[src/sv/qksd_pkg.sv]
// Shared types and constants for the quad key sort and dedupe block.
// No dependencies; used by every module of the block.
package qksd_pkg;

   localparam int IDX_W  = 16;
   localparam int PAY_W  = 32;
   localparam int DEPTH  = 64;
   localparam int ADDR_W = $clog2(DEPTH);
   localparam int CNT_W  = $clog2(DEPTH + 1);
   localparam int QUEUE_DEPTH = 2;
   localparam int QPTR_W = $clog2(QUEUE_DEPTH);
   localparam int QCNT_W = $clog2(QUEUE_DEPTH + 1);

   // One canonical record as it travels from the front to the back.
   typedef struct packed {
      logic [IDX_W-1:0] first;
      logic [IDX_W-1:0] second;
      logic [IDX_W-1:0] third;
      logic [IDX_W-1:0] fourth;
      logic [PAY_W-1:0] pay_a;
      logic [PAY_W-1:0] pay_b;
      logic [PAY_W-1:0] pay_c;
      logic             last;
   } rec_type;

   // One stored entry: sort key followed by payload.
   typedef struct packed {
      logic [4*IDX_W-1:0] key;
      logic [PAY_W-1:0]   pay_a;
      logic [PAY_W-1:0]   pay_b;
      logic [PAY_W-1:0]   pay_c;
   } ent_type;

   // Handshake between the queue and the sorter.
   typedef struct packed {
      logic    valid;
      rec_type rec;
   } qout_type;

endpackage

[src/sv/qksd_front.sv]
// Front end: takes requests, makes each record canonical and queues it.
// Depends on qksd_pkg.
module qksd_front (
   input  logic                     clock,
   input  logic                     reset,
   input  logic                     start,
   output logic                     busy,
   input  logic [qksd_pkg::IDX_W-1:0] req_first_index,
   input  logic [qksd_pkg::IDX_W-1:0] req_second_index,
   input  logic [qksd_pkg::IDX_W-1:0] req_third_index,
   input  logic [qksd_pkg::IDX_W-1:0] req_fourth_index,
   input  logic [qksd_pkg::PAY_W-1:0] req_payload_a,
   input  logic [qksd_pkg::PAY_W-1:0] req_payload_b,
   input  logic [qksd_pkg::PAY_W-1:0] req_payload_c,
   input  logic                     req_last_item,
   output qksd_pkg::qout_type       q_out,
   input  logic                     q_pop
);

   qksd_pkg::rec_type                 q_ff [qksd_pkg::QUEUE_DEPTH];
   logic [qksd_pkg::QPTR_W-1:0]       wr_ptr_ff, wr_ptr_in;
   logic [qksd_pkg::QPTR_W-1:0]       rd_ptr_ff, rd_ptr_in;
   logic [qksd_pkg::QCNT_W-1:0]       cnt_ff, cnt_in;
   qksd_pkg::rec_type                 canon;
   logic                              push;

   function automatic logic [qksd_pkg::QCNT_W-1:0] QCNT_ONE(input logic b);
      QCNT_ONE = {{(qksd_pkg::QCNT_W-1){1'b0}}, b};
   endfunction

   // Swap the pairs when the third index is below the first.
   always_comb begin
      canon.pay_a = req_payload_a;
      canon.pay_b = req_payload_b;
      canon.pay_c = req_payload_c;
      canon.last  = req_last_item;
      if (req_third_index < req_first_index) begin
         canon.first  = req_third_index;
         canon.second = req_fourth_index;
         canon.third  = req_first_index;
         canon.fourth = req_second_index;
      end else begin
         canon.first  = req_first_index;
         canon.second = req_second_index;
         canon.third  = req_third_index;
         canon.fourth = req_fourth_index;
      end
   end

   assign busy  = (cnt_ff == qksd_pkg::QCNT_W'(qksd_pkg::QUEUE_DEPTH));
   assign push  = start && !busy;
   assign q_out = {(cnt_ff != '0), q_ff[rd_ptr_ff]};

   // Queue pointers and occupancy.
   always_comb begin
      wr_ptr_in = push ? wr_ptr_ff + 1'b1 : wr_ptr_ff;
      rd_ptr_in = q_pop ? rd_ptr_ff + 1'b1 : rd_ptr_ff;
      cnt_in    = cnt_ff + QCNT_ONE(push) - QCNT_ONE(q_pop);
   end

   always_ff @(posedge clock) begin
      if (reset) begin
         wr_ptr_ff <= '0;
         rd_ptr_ff <= '0;
         cnt_ff    <= '0;
      end else begin
         wr_ptr_ff <= wr_ptr_in;
         rd_ptr_ff <= rd_ptr_in;
         cnt_ff    <= cnt_in;
      end
   end

   // Queue storage needs no reset.
   always_ff @(posedge clock) begin
      if (push) begin
         q_ff[wr_ptr_ff] <= canon;
      end
   end

endmodule

[config.mk]
export PLATFORM = sky130hd
export DESIGN_NAME = qksd_front
export DESIGN_NICKNAME = d
export VERILOG_FILES = /design/src/sv/qksd_pkg.sv /design/src/sv/qksd_front.sv
export SDC_FILE = /design/constraint.sdc
export NUM_CORES = 1
export LEC_CHECK = 0
export ABC_CLOCK_PERIOD_IN_PS = 8900
export BUFFER_PORTS_ARGS = -buffer_cell sky130_fd_sc_hd__buf_4
export CAP_MARGIN = 20
export CELL_PAD_IN_SITES_DETAIL_PLACEMENT = 1
export CELL_PAD_IN_SITES_GLOBAL_PLACEMENT = 1
export CORE_MARGIN = 2
export CORE_UTILIZATION = 35
export CTS_BUF_LIST = sky130_fd_sc_hd__clkbuf_8
export DETAILED_ROUTE_END_ITERATION = 8
export PLACE_DENSITY_LB_ADDON = 0.1
export SYNTH_ARGS = -nofsm -noshare
export SYNTH_HDL_FRONTEND = slang
export SYNTH_SLANG_ARGS = --single-unit
[constraint.sdc]
create_clock -name clock -period 8.9 [get_ports clock]
set_input_delay 0.445 -clock clock [delete_from_list [all_inputs] [get_ports clock]]
set_output_delay 0.445 -clock clock [all_outputs]
set_load 0.02 [all_outputs]
Word-level counts from Yosys, hierarchy flattened

Memories as Yosys holds them, arrays and structs flattened. A register that Yosys moved wholly into a read port is not among the register bits.
Cells that the tools add are included.

Memory bits (writable): 322
Word-level logic and storage cells: 18
Memories: 1
Register bits after elaboration: 4
Output and inout bits: 163
Bits of input ports: 165

Memories:

| memory | depth | bits a word | read ports | clocked after memory_dff | write ports | line             | source |
|---|---|---|---|---|---|---|---|
| q_ff   | 2     | 161         | 1          | 1                        | 1           | qksd_front.sv:20 | `qksd_pkg::rec_type q_ff [qksd_pkg::QUEUE_DEPTH];` |

Reduce and logical (&&, ||, !) cells: 3
Eq/ne operators: 1
Add/sub/neg operators: 4
Mux-type cells: 5
Magnitude comparators: 1

Operators with widths:

| cell                  | number |
|---|---|
| $mux W64              | 1 |
| $lt A16 B16 Y1        | 1 |
| $mux W1               | 4 |
| $add A1 B1 Y1 const B | 2 |
| $add A2 B1 Y2         | 1 |
| $eq A2 B2 Y1 const B  | 1 |
| $reduce_bool A2 Y1    | 1 |
| $sub A2 B1 Y2         | 1 |
| $logic_and A1 B1 Y1   | 1 |
| $logic_not A1 Y1      | 1 |

Longest topological paths before layout

Depth after elaboration: 5
Mapped depth: 8

Worst setup path after synthesis

OpenSTA, ideal clock, no wires.

Kind: register -> register
Start point: register cnt_ff[0] (netlist name)
End point: memory q_ff[0][0] (netlist name), enable pin
Arrival: 7,235 ps
Cell stages (with the launch flop): 4
Period minus slack after synthesis: 7,919 ps
Slack: 981 ps
Path buffers: 0
Cells stage by stage: dfxtp_1 -> nand2b_1 -> nand2_1 -> nor2_1

Word-level cells in the longest chain between the ends: 5

Ends and longest elaborated chain:

| item                          | line             | source |
|---|---|---|
| from (decl)                   | qksd_front.sv:23 | `logic [qksd_pkg::QCNT_W-1:0] cnt_ff, cnt_in;` |
| from (signal assigned)        | qksd_front.sv:69 | `cnt_ff <= cnt_in;` |
| $eq A2 B2 Y1                  | qksd_front.sv:50 | `assign busy = (cnt_ff == qksd_pkg::QCNT_W'(qksd_pkg::QUEUE_DEPTH));` |
| $logic_not A1 Y1              | qksd_front.sv:51 | `assign push = start && !busy;` |
| $logic_and A1 B1 Y1           | qksd_front.sv:51 |  |
| $mux W1                       | qksd_front.sv:75 | `if (push) begin` |
| $mux W1 (not written as such) | qksd_front.sv:76 | `q_ff[wr_ptr_ff] <= canon;` |
| to (decl)                     | qksd_front.sv:20 |  |

No other way between the ends.

==> results.md <==
- Run status: finished, final reports clean
- Non-Filler Instances: between 1.5k and 2k
- Final slew viol count: 0
- Vias per inst: about 4.4
- Number of global-route vias before repair: 8103
- Core Region: between 30000 and 40000 µm²
- Port bufs: 327
- Worst-path clk slew: 60 ps
- Antenna violations before repair: 3
- Die height: 198.4 µm
- Clock skew after layout: 8.476 ps
- Final WS setup: 5647 ps
- Xor/xnor share of the synthesized area: 0.2648%
- Leakage: 0.007067 µW
- Actual slew at the worst max-slew pin: 990.3 ps
- CTS tree: done
- Post-route cell area: 18180 µm²
- Worst-path fanout max: 66
- Yosys reg bits: 327
- Number of synthesized flops with an enable pin: 322
- H-Tree Depth: 2
- First-pass GRT wire length: between 40 and 50 mm
- DP Worst Slack: between 5000 and 6000 ps
- FF+latch area: 9773 µm²
- Tcrit/Tclk final: 36.55%
- Normalized max-slew margin: 33.98%
- RSZ-0062 raised after global routing: false
- Longest Clk Path Bufs: 3
- Area share of fa/ha/maj cells after synthesis: 1.608%
- # fillers: 3610
- Worst VDD drop: around 0.1 mV
- Share of layout cells above drive strength 1: 54.40%
- Fin. Hold Viols: 0
- Wire length after detailed routing: 31.42 mm
- Die width: 198.4 µm
- Mux cell area share after synthesis: about a fifth
- Starting DRC count in detailed routing: 221
- Post-Syn Nets: 829
- Post-synth top cells: edfxtp_1, mux2_2, mux2_4
- Largest net degree at the start of global routing: 72
- Setup crit start kind: flip-flop
- Hold Slack: between 100 and 150 ps
- F_max: a little over 0.3 GHz
- Routability cong.: between 0.7 and 0.8
- Post-CTS Setup Bufs: 0
- Nets: roughly 1.3k
- Worst Hold Class: primary input to flip-flop
- Largest family of logic cells by synthesized area: multiplexers
- Cell count after synthesis: 647
- Full die area: 39370 µm²
- Clock Latency Late Sink: ~610 ps
- Final Setup Violations: 0
- Compound-Gate Fraction of Synth Area: 0.5959%
- Vias: 7419
- Seq/Total Area, Yosys: 73.85%
- Most frequent cell after synthesis: edfxtp_1
- Starting Density: a little over a third
- TritonCTS Sinks: 327
- Yosys Warn Count: 0
- Worst EP required: 8460 ps
- Dpl cell area: 16220 µm²
- Post-cts resize count: 0
- Remaining DRCs: 0
- Final min period: 3253 ps
- Worst EP arrival: 2810 ps
- Asr flop ratio synth: 0%
- Std-Cell Rows: 71
- Synth top area cells: edfxtp_1, mux2_2, mux2_4
- Top Ports: 328
- Setup Crit Path Kind: flip-flop to primary output
- Yosys top cell area share: between 70 and 80%
- Synth area leader: edfxtp_1
- Power Density: 235.9 nW/µm²
- ANT nets after route: 0
- Root buf cell: clkbuf_8
- Post-synthesis cell area: about 13000 µm²
- Synth Area in Simple Gates: 0.9269%
- Pre-antenna DRT Iters: 4
- Area of the multi-input gates: 3221 µm²
- Routed len/inst: between 15 and 20 µm
- Num CTS Buffers: 55
- Crit. End Element: primary output
- Hold-fix buffers, CTS: approximately 100
- TNS Setup: 0 ps
- Placed instance count: around 1.5k
- Max-capacitance violation count: 0
- Grt ovf: 0
- Top_reg_cell synth: edfxtp_1
- Yosys cell types: 26
- Hpwl dp: just over 20 mm
- P&R area growth vs syn: 37.40%
- Overall fraction of global-route tracks in use: between 10% and 20%
- Syn Area/Cell: 20.45 µm²
==> per-layer routing <==
layer / wire (µm) / GRT usage, %
met5: 16 / 0
met4: 800 / 6.025
met3: 3049 / 6.477
met2: 14600 / 25.20
met1: 12950 / 19.14
==> layout by cell type (no fill, tap or decap), drive strengths merged, types with 3 or more instances in the layout <==
master / count
buf: 335
edfxtp: 322
mux2: 225
dlygate4sd3: 98
clkbuf: 56
inv: 42
clkinv: 22
ha: 17
a21oi: 7
nand2: 5
nor2: 5
dfxtp: 5
o21ai: 3
==> power by group <==
part           internal (µW)  total [µW]  switching (µW)
combinational            474        1060             589
sequential              2000        2050            54.5
clock                    584        1170             589
==> sequential cells by signal, summed over array words and instances (netlist names), named ones only <==
signal     flops
wr_ptr_ff      1
cnt_ff         2
rd_ptr_ff      1
q_ff         322
==> cell type report <==
cell class | instances | share of cell area (%)
Timing Repair Buffer | 433 | 19.30
Inverter | 17 | 0.3511
Clock buffer | 56 | 4.240
Antenna cell | 2 | 0.02753
Multi-Input combinational cell | 279 | 17.72
Tap cell | 511 | 3.518
Sequential cell | 327 | 53.77
Clock inverter | 48 | 1.074
==> path summary, 6_finish.rpt <==
path,startpoint,endpoint,slack (ps),depth (start not counted)
hold reg to reg,rd_ptr_ff$_SDFFE_PP0P_,flip-flop,510,2
setup / recovery,flip-flop,q_out[128],5650,3
setup reg to reg,cnt_ff[0]$_SDFF_PP0_,q_ff[0][94]$_DFFE_PP_,6510,5
hold / removal,q_pop,flip-flop,100,3
==> worst max-delay path, stage by stage, from the launching register on <==
cell and delay, ps:
dfxtp_4 700, buf_4 830, mux2_2 440, buf_4 160
==> through the flow <==
step	power [µW]	utilization [%]
3_5_place_dp	3135	43.38
4_1_cts	4377	48.59
3_3_place_gp	3117	43.33
5_1_grt	4513	48.59
6_report	4288	48.60
2_1_floorplan	2728	-
==> cell families after synthesis <==
logic type | after synthesis
buffers and inverters | 41
and+or+nand+nor | 20
AOI/OAI and AO/OA | 13
muxes | 225
adders and majority gates | 17
xor gates and xnor gates | 4
DFF | 327
No activity file was read; power rests on OpenSTA's default activity.
